$ cat src/rtl/core/mlpi_pkg.sv
package mlpi_pkg;

  localparam int HIDDEN_NODES_DEF = 4;
  localparam int WEIGHT_DEPTH_DEF = 32;
  localparam int FRAC_BITS_DEF    = 12;

  // weight index width: covers the layout (up to 5H+2) and the store depth
  localparam int IXW = 8;

  typedef enum logic {
    OP_INFER = 1'b0,
    OP_LOAD  = 1'b1
  } op_t;

  typedef enum logic [1:0] {
    REG_WHITE_L = 2'd0,
    REG_BLACK_L = 2'd1,
    REG_WHITE_R = 2'd2,
    REG_BLACK_R = 2'd3
  } reg_idx_t;

  typedef struct packed {
    logic busy;
    logic done;
  } div_stat_t;

  // sigmoid(k/2) in Q0.16, k = 0..16
  function automatic logic [15:0] sig_val(input logic [4:0] k);
    logic [15:0] v;
    case (k)
      5'd0:    v = 16'd32768;
      5'd1:    v = 16'd40793;
      5'd2:    v = 16'd47911;
      5'd3:    v = 16'd53581;
      5'd4:    v = 16'd57724;
      5'd5:    v = 16'd60565;
      5'd6:    v = 16'd62428;
      5'd7:    v = 16'd63615;
      5'd8:    v = 16'd64357;
      5'd9:    v = 16'd64816;
      5'd10:   v = 16'd65097;
      5'd11:   v = 16'd65269;
      5'd12:   v = 16'd65374;
      5'd13:   v = 16'd65438;
      5'd14:   v = 16'd65476;
      5'd15:   v = 16'd65500;
      default: v = 16'd65514;
    endcase
    return v;
  endfunction

endpackage

$ cat src/rtl/core/mlpi_div.sv
module mlpi_div #(
  parameter int FRAC_BITS = mlpi_pkg::FRAC_BITS_DEF
) (
  input  logic                  clk,
  input  logic                  rst_n,
  input  logic                  start,
  input  logic [7:0]            num,
  input  logic [7:0]            den,
  output logic [8+FRAC_BITS-1:0] quot,
  output mlpi_pkg::div_stat_t   stat
);

  localparam int QW = 8 + FRAC_BITS;
  localparam int CW = $clog2(QW + 1);

  logic          busy_r, busy_nxt;
  logic          done_r, done_nxt;
  logic [CW-1:0] cnt_r, cnt_nxt;
  logic [QW-1:0] dvd_r, dvd_nxt;
  logic [7:0]    rem_r, rem_nxt;
  logic [7:0]    den_r, den_nxt;
  logic [8:0]    trial;
  logic          ge;

  assign trial = {rem_r, dvd_r[QW-1]};
  assign ge    = trial >= {1'b0, den_r};

  always_comb begin
    busy_nxt = busy_r;
    done_nxt = 1'b0;
    cnt_nxt  = cnt_r;
    dvd_nxt  = dvd_r;
    rem_nxt  = rem_r;
    den_nxt  = den_r;
    if (start) begin
      busy_nxt = 1'b1;
      cnt_nxt  = CW'(QW);
      dvd_nxt  = QW'(num) << FRAC_BITS;
      rem_nxt  = '0;
      den_nxt  = den;
    end else if (busy_r) begin
      rem_nxt = ge ? 8'(trial - {1'b0, den_r}) : trial[7:0];
      dvd_nxt = {dvd_r[QW-2:0], ge};
      cnt_nxt = cnt_r - CW'(1);
      if (cnt_r == CW'(1)) begin
        busy_nxt = 1'b0;
        done_nxt = 1'b1;
      end
    end
  end

  always_ff @(posedge clk) begin
    if (!rst_n) begin
      busy_r <= 1'b0;
      done_r <= 1'b0;
      cnt_r  <= '0;
    end else begin
      busy_r <= busy_nxt;
      done_r <= done_nxt;
      cnt_r  <= cnt_nxt;
    end
    dvd_r <= dvd_nxt;
    rem_r <= rem_nxt;
    den_r <= den_nxt;
  end

  assign quot      = dvd_r;
  assign stat.busy = busy_r;
  assign stat.done = done_r;

endmodule

$ cat src/rtl/core/mlp_inference_two_layer_unit.sv
// Two-input perceptron, one sigmoid hidden layer of HIDDEN_NODES nodes and two
// sigmoid outputs scaled to motor drives 0..99. A load request (op=1) writes one
// signed Q.FRAC_BITS weight or bias. An infer request runs on one shared 17x17
// multiplier and a bit-serial divider: two normalising divisions, then the
// hidden nodes one by one, then the two output nodes, then the hand-over.
// in_ready is low throughout. Calibration writes are taken at any time but
// must only be issued while idle.
module mlp_inference_two_layer_unit #(
  parameter int HIDDEN_NODES = mlpi_pkg::HIDDEN_NODES_DEF,
  parameter int WEIGHT_DEPTH = mlpi_pkg::WEIGHT_DEPTH_DEF,
  parameter int FRAC_BITS    = mlpi_pkg::FRAC_BITS_DEF
) (
  input  logic               clk,
  input  logic               rst_n,
  input  logic               in_valid,
  output logic               in_ready,
  input  logic               in_op,
  input  logic [7:0]         in_left_sample,
  input  logic [7:0]         in_right_sample,
  input  logic [4:0]         in_weight_index,
  input  logic signed [15:0] in_weight_value,
  output logic               out_valid,
  input  logic               out_ready,
  output logic [6:0]         out_left_drive,
  output logic [6:0]         out_right_drive,
  input  logic               cfg_valid,
  output logic               cfg_ready,
  input  logic [1:0]         cfg_index,
  input  logic [7:0]         cfg_data
);

  localparam int IXW   = mlpi_pkg::IXW;
  localparam int AW    = $clog2(WEIGHT_DEPTH);
  localparam int CW    = $clog2(HIDDEN_NODES + 3);
  localparam int HW    = (HIDDEN_NODES > 1) ? $clog2(HIDDEN_NODES) : 1;
  localparam int QW    = 8 + FRAC_BITS;
  localparam int ACC_W = 33 + $clog2(HIDDEN_NODES + 2);
  localparam int RW    = FRAC_BITS - 1;

  typedef enum logic [12:0] {
    ST_IDLE    = 13'b0000000000001,
    ST_DIV_ST  = 13'b0000000000010,
    ST_DIV_WT  = 13'b0000000000100,
    ST_BIAS_RD = 13'b0000000001000,
    ST_BIAS_LD = 13'b0000000010000,
    ST_TERM_RD = 13'b0000000100000,
    ST_TERM_MU = 13'b0000001000000,
    ST_TERM_AC = 13'b0000010000000,
    ST_SIG_SP  = 13'b0000100000000,
    ST_SIG_MU  = 13'b0001000000000,
    ST_SIG_AD  = 13'b0010000000000,
    ST_ACT     = 13'b0100000000000,
    ST_OUT     = 13'b1000000000000
  } state_t;

  state_t state_r, state_nxt;

  logic [7:0] wl_r, bl_r, wr_r, br_r;
  logic [7:0] ls_r, rs_r;

  logic                side_r, side_nxt;
  logic signed [15:0]  xin_r [2];
  logic signed [15:0]  hid_r [HIDDEN_NODES];
  logic [CW-1:0]       node_r, node_nxt;
  logic [CW-1:0]       k_r, k_nxt;
  logic [IXW-1:0]      base_r, base_nxt;
  logic signed [ACC_W-1:0] acc_r;
  logic signed [33:0]  prod_r;
  logic                neg_r, big_r, dneg_r;
  logic [15:0]         y0_r, diff_r, y_r;
  logic [RW-1:0]       r_r;
  logic [6:0]          dl_r;
  logic                out_valid_r;
  logic [6:0]          out_l_r, out_r_r;

  // weight store
  logic signed [15:0] wmem [WEIGHT_DEPTH];
  logic signed [15:0] rdata_r;
  logic               oor_r;
  logic [IXW-1:0]     raddr, waddr;
  logic               we;

  // divider
  logic                div_start;
  logic [7:0]          div_num, div_den;
  logic [QW-1:0]       div_q;
  mlpi_pkg::div_stat_t dst;

  logic               is_out;
  logic signed [8:0]  dn, dd;
  logic signed [15:0] qsat, weff, opnd;
  logic signed [16:0] mul_a, mul_b;
  logic signed [ACC_W-1:0] shv;
  logic signed [15:0] net;
  logic [16:0]        mag, sv;
  logic [16:0]        ysum, yfin;
  logic [15:0]        ypos, act;
  logic               in_acc;

  assign in_acc    = in_valid && in_ready;
  assign in_ready  = (state_r == ST_IDLE);
  assign cfg_ready = 1'b1;
  assign is_out    = (node_r >= CW'(HIDDEN_NODES));

  // calibration registers
  always_ff @(posedge clk) begin
    if (!rst_n) begin
      wl_r <= 8'd0;
      bl_r <= 8'd255;
      wr_r <= 8'd0;
      br_r <= 8'd255;
    end else if (cfg_valid && cfg_ready) begin
      unique case (mlpi_pkg::reg_idx_t'(cfg_index))
        mlpi_pkg::REG_WHITE_L: wl_r <= cfg_data;
        mlpi_pkg::REG_BLACK_L: bl_r <= cfg_data;
        mlpi_pkg::REG_WHITE_R: wr_r <= cfg_data;
        mlpi_pkg::REG_BLACK_R: br_r <= cfg_data;
        default: ;
      endcase
    end
  end

  // weight store, registered read
  assign waddr = IXW'(in_weight_index);
  assign we    = in_acc && (in_op == mlpi_pkg::OP_LOAD) && (waddr < IXW'(WEIGHT_DEPTH));
  assign raddr = base_r + ((state_r == ST_BIAS_RD) ?
                 (is_out ? IXW'(HIDDEN_NODES) : IXW'(2)) : IXW'(k_r));

  always_ff @(posedge clk) begin
    if (we) begin
      wmem[waddr[AW-1:0]] <= in_weight_value;
    end
    rdata_r <= wmem[raddr[AW-1:0]];
    oor_r   <= raddr >= IXW'(WEIGHT_DEPTH);
  end

  assign weff = oor_r ? 16'sd0 : rdata_r;

  // normalisation
  assign dn = side_r ? ($signed({1'b0, rs_r}) - $signed({1'b0, wr_r}))
                     : ($signed({1'b0, ls_r}) - $signed({1'b0, wl_r}));
  assign dd = side_r ? ($signed({1'b0, br_r}) - $signed({1'b0, wr_r}))
                     : ($signed({1'b0, bl_r}) - $signed({1'b0, wl_r}));
  assign div_num   = dn[8] ? 8'(-dn) : dn[7:0];
  assign div_den   = dd[8] ? 8'(-dd) : dd[7:0];
  assign div_start = (state_r == ST_DIV_ST) && (dd != 9'sd0);

  mlpi_div #(.FRAC_BITS(FRAC_BITS)) u_div (
    .clk   (clk),
    .rst_n (rst_n),
    .start (div_start),
    .num   (div_num),
    .den   (div_den),
    .quot  (div_q),
    .stat  (dst)
  );

  always_comb begin
    if (dneg_r) begin
      qsat = (div_q >= QW'(32768)) ? -16'sd32768 : -$signed(16'(div_q));
    end else begin
      qsat = (div_q > QW'(32767)) ? 16'sd32767 : $signed(16'(div_q));
    end
  end

  // shared multiplier operands
  assign opnd = is_out ? hid_r[k_r[HW-1:0]] : xin_r[k_r[0]];

  always_comb begin
    mul_a = 17'(weff);
    mul_b = 17'(opnd);
    case (state_r)
      ST_SIG_MU: begin
        mul_a = $signed({1'b0, diff_r});
        mul_b = $signed(17'(r_r));
      end
      ST_ACT, ST_OUT: begin
        mul_a = $signed({1'b0, y_r});
        mul_b = 17'sd100;
      end
      default: ;
    endcase
  end

  // sigmoid split
  assign shv = acc_r >>> FRAC_BITS;
  assign net = (shv > ACC_W'(32767)) ? 16'sd32767 :
               (shv < -ACC_W'(32768)) ? -16'sd32768 : 16'(shv);
  assign mag = net[15] ? 17'(-$signed(17'(net))) : 17'(net);
  assign sv  = mag >> RW;

  assign ysum = {1'b0, y0_r} + 17'(prod_r >>> RW);
  assign ypos = big_r ? mlpi_pkg::sig_val(5'd16) : ysum[15:0];
  assign yfin = neg_r ? (17'd65536 - {1'b0, ypos}) : {1'b0, ypos};
  assign act  = ((y_r >> (16 - FRAC_BITS)) > 16'd32767) ? 16'd32767
                                                         : (y_r >> (16 - FRAC_BITS));

  // sequencer
  always_comb begin
    state_nxt = state_r;
    side_nxt  = side_r;
    node_nxt  = node_r;
    k_nxt     = k_r;
    base_nxt  = base_r;
    unique case (state_r)
      ST_IDLE: begin
        if (in_acc && in_op == mlpi_pkg::OP_INFER) begin
          state_nxt = ST_DIV_ST;
          side_nxt  = 1'b0;
          node_nxt  = '0;
          base_nxt  = '0;
        end
      end
      ST_DIV_ST: begin
        if (dd != 9'sd0) begin
          state_nxt = ST_DIV_WT;
        end else if (side_r) begin
          state_nxt = ST_BIAS_RD;
        end else begin
          side_nxt = 1'b1;
        end
      end
      ST_DIV_WT: begin
        if (dst.done) begin
          side_nxt  = 1'b1;
          state_nxt = side_r ? ST_BIAS_RD : ST_DIV_ST;
        end
      end
      ST_BIAS_RD: state_nxt = ST_BIAS_LD;
      ST_BIAS_LD: begin
        k_nxt     = '0;
        state_nxt = ST_TERM_RD;
      end
      ST_TERM_RD: state_nxt = ST_TERM_MU;
      ST_TERM_MU: state_nxt = ST_TERM_AC;
      ST_TERM_AC: begin
        k_nxt = k_r + CW'(1);
        if (k_r == (is_out ? CW'(HIDDEN_NODES - 1) : CW'(1))) begin
          state_nxt = ST_SIG_SP;
        end else begin
          state_nxt = ST_TERM_RD;
        end
      end
      ST_SIG_SP: state_nxt = ST_SIG_MU;
      ST_SIG_MU: state_nxt = ST_SIG_AD;
      ST_SIG_AD: state_nxt = ST_ACT;
      ST_ACT: begin
        node_nxt = node_r + CW'(1);
        base_nxt = base_r + (is_out ? IXW'(HIDDEN_NODES + 1) : IXW'(3));
        if (node_r == CW'(HIDDEN_NODES + 1)) begin
          state_nxt = ST_OUT;
        end else begin
          state_nxt = ST_BIAS_RD;
        end
      end
      ST_OUT: begin
        if (!out_valid_r || out_ready) begin
          state_nxt = ST_IDLE;
        end
      end
      default: state_nxt = ST_IDLE;
    endcase
  end

  always_ff @(posedge clk) begin
    if (!rst_n) begin
      state_r     <= ST_IDLE;
      side_r      <= 1'b0;
      node_r      <= '0;
      k_r         <= '0;
      base_r      <= '0;
      out_valid_r <= 1'b0;
    end else begin
      state_r <= state_nxt;
      side_r  <= side_nxt;
      node_r  <= node_nxt;
      k_r     <= k_nxt;
      base_r  <= base_nxt;
      if (state_r == ST_OUT && (!out_valid_r || out_ready)) begin
        out_valid_r <= 1'b1;
      end else if (out_ready) begin
        out_valid_r <= 1'b0;
      end
    end
  end

  // datapath
  always_ff @(posedge clk) begin
    prod_r <= mul_a * mul_b;
    if (in_acc) begin
      ls_r <= in_left_sample;
      rs_r <= in_right_sample;
    end
    if (state_r == ST_DIV_ST) begin
      dneg_r <= dn[8] ^ dd[8];
      if (dd == 9'sd0) begin
        xin_r[side_r] <= (dn > 9'sd0) ? 16'sd32767 :
                         (dn < 9'sd0) ? -16'sd32768 : 16'sd0;
      end
    end
    if (state_r == ST_DIV_WT && dst.done) begin
      xin_r[side_r] <= qsat;
    end
    if (state_r == ST_BIAS_LD) begin
      acc_r <= ACC_W'(weff) <<< FRAC_BITS;
    end
    if (state_r == ST_TERM_AC) begin
      acc_r <= acc_r + ACC_W'(prod_r);
    end
    if (state_r == ST_SIG_SP) begin
      neg_r  <= net[15];
      big_r  <= sv >= 17'd16;
      y0_r   <= mlpi_pkg::sig_val(5'(sv[3:0]));
      diff_r <= mlpi_pkg::sig_val(5'(sv[3:0]) + 5'd1) - mlpi_pkg::sig_val(5'(sv[3:0]));
      r_r    <= mag[RW-1:0];
    end
    if (state_r == ST_SIG_AD) begin
      y_r <= yfin[15:0];
    end
    if (state_r == ST_ACT && !is_out) begin
      hid_r[node_r[HW-1:0]] <= $signed(act);
    end
    if (state_r == ST_BIAS_RD && node_r == CW'(HIDDEN_NODES + 1)) begin
      dl_r <= prod_r[22:16];
    end
    if (state_r == ST_OUT && (!out_valid_r || out_ready)) begin
      out_l_r <= dl_r;
      out_r_r <= prod_r[22:16];
    end
  end

  assign out_valid       = out_valid_r;
  assign out_left_drive  = out_l_r;
  assign out_right_drive = out_r_r;

  // left drive taken as the second output node starts; the right one is
  // held on prod_r throughout ST_OUT
  a_div_idle: assert property (@(posedge clk) disable iff (!rst_n)
    state_r == ST_IDLE |-> !dst.busy)
    else $error("divider busy while idle");

  a_load_quick: assert property (@(posedge clk) disable iff (!rst_n)
    in_valid && in_ready && in_op == mlpi_pkg::OP_LOAD |=> state_r == ST_IDLE)
    else $error("load request started work");

  a_out_src: assert property (@(posedge clk) disable iff (!rst_n)
    $rose(out_valid) |-> $past(state_r == ST_OUT))
    else $error("result raised outside hand-over");

endmodule

$ cat config.mk
export PLATFORM = sky130hd
export DESIGN_NAME = mlp_inference_two_layer_unit
export DESIGN_NICKNAME = d
export VERILOG_FILES = /design/src/rtl/core/mlpi_pkg.sv /design/src/rtl/core/mlpi_div.sv /design/src/rtl/core/mlp_inference_two_layer_unit.sv
export SDC_FILE = /design/constraint.sdc
export NUM_CORES = 2
export LEC_CHECK = 0
export BUFFER_PORTS_ARGS = -buffer_cell sky130_fd_sc_hd__clkbuf_2
export CORE_MARGIN = 8
export CORE_UTILIZATION = 47
export DETAILED_ROUTE_END_ITERATION = 12
export PLACE_DENSITY = 0.63
export SYNTH_ARGS = -nofsm -noshare
export SYNTH_HDL_FRONTEND = slang
export SYNTH_SLANG_ARGS = --single-unit
$ cat constraint.sdc
create_clock -name clk -period 7.5 [get_ports clk]
set_input_delay 2.25 -clock clk [delete_from_list [all_inputs] [get_ports clk]]
set_output_delay 2.25 -clock clk [all_outputs]
set_load 0.02 [all_outputs]
-- Word-level counts from Yosys, hierarchy flattened
Memories as Yosys holds them, arrays and structs flattened. A register that Yosys moved wholly into a read port is not among the register bits.
Index checks and enable logic that the tools add are counted.
- add/subtract/negate cells: 19
- multiply operators: 1
- order comparisons: 12
- equal/unequal tests: 24
- muxes and demuxes: 71
- bitwise logic cells: 5
- reduce and logical (&&, ||, !) cells: 30
- operator list (cell ; number):
    16-bit two-way mux ; 15
    13-bit case mux with 13 select lines ; 1
    13-bit two-way mux ; 6
    36-bit two-way mux ; 2
    17-bit case mux with 2 select lines ; 2
    20-bit two-way mux ; 2
    36-bit by 34-bit adder with 36-bit output ; 1
    8-bit by 8-bit subtractor with 9-bit output ; 4
    17-bit by 17-bit multiplier with 34-bit output ; 1
    8-bit two-way mux ; 4
    9-bit two-way mux ; 3
    24-bit by 16-bit > comparator with 1-bit output, second input constant ; 1
    24-bit by 16-bit less-than comparator with 1-bit output, second input constant ; 1
    20-bit by 16-bit >= comparator with 1-bit output, second input constant ; 1
    20-bit by 15-bit > comparator with 1-bit output, second input constant ; 1
    1-bit two-way mux ; 20
    17-bit two-way mux ; 1
    16-bit negator with 17-bit output ; 1
    16-bit adder ; 1
    8-bit by 3-bit adder with 8-bit output ; 2
    16-bit negator ; 1
    8-bit negator ; 2
    8-bit case mux with 2 select lines ; 1
    1-bit by 16-bit subtractor with 16-bit output, first input constant ; 1
    other kinds (56) ; 87
- flip-flop bits (word level): 274
- RAM bits: 604
- bits in read-only memories: 720
- input bits: 53
- output and inout port bits: 17
- logic and storage cells: 201
- memories: 6
- memories (memory ; words ; bits a word ; rd ports ; clocked after Yosys merged registers in ; wr ports ; line ; RTL):
    wmem ; 32 ; 16 ; 1 ; 1 ; 1 ; mlp_inference_two_layer_unit.sv:77 ; logic signed [15:0] wmem [WEIGHT_DEPTH];
    (no name shown) ; 16 ; 15 ; 1 ; 1 ; 0 ; mlpi_pkg.sv:30 ; case (k)
    (no name shown) ; 16 ; 15 ; 1 ; 0 ; 0 ; mlpi_pkg.sv:30 ;
    (no name shown) ; 16 ; 15 ; 1 ; 0 ; 0 ; mlpi_pkg.sv:30 ;
    hid_r ; 4 ; 15 ; 1 ; 1 ; 1 ; mlp_inference_two_layer_unit.sv:63 ; logic signed [15:0] hid_r [HIDDEN_NODES];
    xin_r ; 2 ; 16 ; 1 ; 1 ; 1 ; mlp_inference_two_layer_unit.sv:62 ; logic signed [15:0] xin_r [2];

-- Longest topological paths before layout
An unclocked memory read counts as a cell.
- depth after elaboration: 10
- gate-level depth with buffers: 36
- gate-level depth less buffers: 32

-- Modules after synthesis
A second synthesis with hierarchy kept.
- cells, all modules: 4005
- area, all modules: 50858.8 um^2
- by module, submodules not included (module ; times used ; cells an instance ; area each (um^2) ; seq. area each (um^2)):
    mlp_inference_two_layer_unit ; 1 ; 3799 ; 48745.5 ; 24103.1
    mlpi_div ; 1 ; 206 ; 2113.3 ; 1021.0

-- Worst setup path after synthesis
No wires, ideal clock.
- path kind: register -> register
- start point: reg state_r[9]
- end point: reg prod_r[26]
- setup time: 72 ps
- arrival time: 8174 ps
- data required time: 7428 ps
- slack: -747 ps
- cell stages (with the launch flop): 33
- path buffers: 4
- period minus slack after synthesis: 8247 ps
- path through: dfxtp_1 clkbuf_1 nor3_1 nand2_1 or4_1 nor3_1 a31o_1 clkbuf_1 clkbuf_1 nor3_1 a21oi_1 clkbuf_1 nor2_1 fa_1 inv_1 fa_1 fa_1 inv_1 ha_1 fa_1 inv_1 fa_1 inv_1 ha_1 or4_1 o21ai_1 o21ai_1 a2111oi_0 nor2_1 a21o_1 a21o_1 a21oi_1 xnor2_1
- cells in the longest elaborated chain, start to end: 4
- elaborated cells between the ends (all ways): 7
- classes of those cells: mul: 1; eq/ne: 3; mux: 2; reduce/logical: 1
- ends and longest elaborated chain (what ; line ; RTL):
    from (decl) ; mlp_inference_two_layer_unit.sv:56 ; state_t state_r, state_nxt;
    from (signal assigned) ; mlp_inference_two_layer_unit.sv:274 ; state_r <= state_nxt;
    13-bit equality test / 13-bit by 12-bit equality test with 1-bit output (equally long branches) ; mlp_inference_two_layer_unit.sv:172 ; case (state_r)
    2-bit OR reduction ; mlp_inference_two_layer_unit.sv:172 ;
    17-bit case mux with 2 select lines ; mlp_inference_two_layer_unit.sv:172 ;
    17-bit by 17-bit multiplier with 34-bit output * ; mlp_inference_two_layer_unit.sv:289 ; prod_r <= mul_a * mul_b;
    to (signal assigned) ; mlp_inference_two_layer_unit.sv:289 ;
    to (decl) ; mlp_inference_two_layer_unit.sv:68 ; logic signed [33:0] prod_r;
Every way passes the cells marked *; elsewhere a longest branch is shown, timed or not.
A chain may end at the register's enable or synchronous reset.

-- Final worst setup path
- start point: reg state_r[4]
- end point: reg prod_r[32]
The elaborated chain is that of the path after synthesis.

==> metrics.md <==
| Metric | Value |
|---|---|
| Outcome | finished, violations left |
| Failing checks | negative setup slack |
| Num CTS Buffers | 94 |
| Setup violations, final | 8 |
| Top FF cell, synth | edfxtp_1 |
| Simple-Gate Fraction of Synth Area | 0.101 |
| Fmax | 0.129 GHz |
| CTS tree | built |
| Post-synthesis compound-gate area fraction | 0.0738 |
| Antenna violations before repair | 7 |
| Worst path max stage delay | 0.56 ns |
| Largest net degree at the start of global routing | 85 |
| Vias in the first global route | around 34000 |
| Setup TNS Final | -0.893 ns |
| Mapped cell area | 51300 sq um |
| Worst vdd ir | between 0.2 and 0.25 mV |
| IO Pins | 70 |
| Die ar. | 120000 sq um |
| Unrepaired setup endpoints after global routing | yes |
| Final nets | just over 5000 |
| Gr usage total | 0.220 |
| Slowest CP cell | fa_2 |
| Global-route wire length before repair | 205000 um |
| Worst Path Arrival | 8.36 ns |
| Static Leak | around 23 nW |
| Worst-Skew Late Latency | roughly 0.71 ns |
| RePlAce Congestion | 0.939 |
| Clk_skew | roughly 0.09 ns |
| Register area share after synthesis | 0.490 |
| Xor and xnor area share after synthesis | 0.0267 |
| Clock buffer depth | 3 |
| 1st-iter DRT viols | 2690 |
| Adder-cell share of the synthesized area | 0.172 |
| Worst Slack Setup Final | -0.257 ns |
| Synth warnings | 0 |
| EDFF count, synth | 742 |
| Post-synth cell types | 96 |
| Max Used Layer | met5 |
| Crit path max fanout | 6 |
| Placed cell count | 5747 |
| Reg2reg path depth | 32 |
| Tcrit/Tclk final | 1.03 |
| Clock slew at reported path FFs | 0.06 ns |
| Site Rows | between 100 and 150 |
| Post-synthesis async set-or-reset flop share | 0 |
| Htree depth | 3 |
| Max-slew violations | 0 |
| Worst Path Required | 8.10 ns |
| IO buf count | 68 |
| Hold Vio Cnt, Final | 0 |
| DRT Wirelength | about 130000 um |
| Mux share of post-synthesis cell area | 0.0927 |
| Synth Instances | 4078 |
| DRC viols | 0 |
| Vias/cell | 5.60 |
| Die width | between 300 and 400 um |
| Remaining antenna violation count | 0 |
| Initial core utilization | 0.472 |
| Least-Margin Pin Slew | 1.22 ns |
| Hold Path Cell Cnt | 0 |
| Critical Setup Path Class | flop to flop |
| Setup crit end kind | flop |
| Die Ht | ~350 um |
| Remaining Overflow, GRT | 0 |
| Hold Path Class | flop to flop |
| Slew margin rel. | 0.183 |
| Net Count, Synth | 4652 |
| Largest family of logic cells by synthesized area | adder cells |
| Hold WS | 0.419 ns |
| Clock root cell | clkbuf_16 |
| PD cells | between 200 and 250 nW/um^2 |
| WL met1 | 57500 um |
| Total core area | ~110000 sq um |
| MaxCap Viol Count | 0 |
| Clock Sinks | 884 |
| Routed wl met3 | 8720 um |
| Final min period | 7.76 ns |
| Met2 WL | 63900 um |
| Total power | 12.4 mW |
| Hpwl dp | 97400 um |
| DR vias | roughly 33000 |
| #FFs+latches synth | 884 |
| DRT Pass-1 Iters | 5 |
| Final Instance Count excl. Fillers | 5963 |
| Area grow syn2layout | 16.7% |
| Startpoint types | flop |
| Layout cells sized above 1 | 0.214 |
| DR WL/cell | roughly 23 um |
| Syn_area_per_cell | about 13 sq um |
==> layout by cell type (no fill, tap or decap), drive strengths merged, types with 60 or more instances in the layout <==
| cell type | n |
|---|---|
| fa | 307 |
| nor3 | 67 |
| a21oi | 161 |
| ha | 214 |
| clkbuf | 194 |
| o21ai | 162 |
| buf | 375 |
| xnor2 | 97 |
| mux2i | 62 |
| dfxtp | 142 |
| edfxtp | 742 |
| nor2b | 60 |
| a21o | 73 |
| inv | 432 |
| nand2 | 290 |
| mux4 | 172 |
| nor2 | 372 |
==> through the flow <==
| stage | instance area (sq um) | utilization | worst slack, ns |
|---|---|---|---|
| 6_report | 59800 | 0.551 | -0.257 |
| 5_1_grt | 59800 | 0.551 | -0.591 |
| 4_1_cts | 59400 | 0.547 | -0.186 |
| 3_5_place_dp | 55700 | 0.513 | -0.733 |
| 3_3_place_gp | 55700 | 0.513 | -0.794 |
| 2_1_floorplan | 51400 | - | -0.0340 |
==> report_power, final <==
| group | internal [mW] | switching [mW] | leakage [nW] |
|---|---|---|---|
| sequential | 5.49 | 0.216 | 7.85 |
| clock | 2.61 | 2.04 | 1.51 |
| combinational | 0.867 | 1.19 | 13.9 |
==> cells in the mapped netlist (65+ instances only) <==
cell | n | area share
a21o_1 | 72 | 0.011
a21oi_1 | 157 | 0.015
clkbuf_1 | 122 | 0.0089
dfxtp_1 | 142 | 0.055
edfxtp_1 | 742 | 0.43
fa_1 | 307 | 0.12
ha_1 | 214 | 0.052
inv_1 | 419 | 0.031
mux4_2 | 172 | 0.076
nand2_1 | 290 | 0.021
nor2_1 | 372 | 0.027
nor3_1 | 65 | 0.0063
o21ai_0 | 125 | 0.012
xnor2_1 | 97 | 0.017
==> final cells by class <==
class                           instances  area, sq um
Antenna cell                            3         7.51
Clock buffer                          124         2550
Clock inverter                         49          566
Fill cell                            8942        48700
Inverter                              425         1600
Multi-Input combinational cell       2619        24700
Sequential cell                       884        25100
Tap cell                             1414         1770
Timing Repair Buffer                  445         3480
==> worst paths after layout <==
kind / end / slack (ns) / from
max: prod_r[32] / -0.26 / state_r[4]
min: out_left_drive[1] / 0.42 / dl_r[1]
max reg2reg: prod_r[32] / -0.26 / state_r[4]
min reg2reg: out_left_drive[1] / 0.42 / dl_r[1]
==> routing by layer <==
layer,vias to the layer above,global-route usage
li1,15300,-
met1,16800,0.299
met5,-,0
met4,2,0.0656
met2,1042,0.365
met3,222,0.0367
==> critical path, delay by kind of cell, from the launching register on <==
family / cells / cell delay, ns
fa+ha+maj: 7 / 3.04
simple gates: 8 / 1.88
compound gates: 9 / 1.68
buf+inv: 7 / 0.64
flops: 1 / 0.33
xor+xnor: 1 / 0.13
==> logic make-up (layout without fill, tap and decap cells) <==
logic type | count (synthesis) | after routing
adders and majority gates | 521 | 521
and+or+nand+nor | 1091 | 1091
muxes | 257 | 257
DFF | 884 | 884
AOI/OAI and AO/OA | 593 | 593
other | 1 | 4
buffers and inverters | 575 | 1043
xor gates and xnor gates | 156 | 156
==> flip-flops by register name, indices dropped and copies added, names as in the netlist, 16 cells and up, named ones only <==
signal	cells
wmem	512
hid_r	48
acc_r	36
prod_r	34
xin_r	32
u_div.quot	20
diff_r	16
rdata_r	16
y_r	16
==> repair_timing <==
item                                    4_1_cts  5_1_grt
buffers inserted                             26       10
hold buffers                                  0        0
resized for setup                            73       55
endpoints found under the setup margin       14       18
cloned                                        2        2
pin swaps                                    32       35
Note: power is estimated with default switching activity, not from simulation.
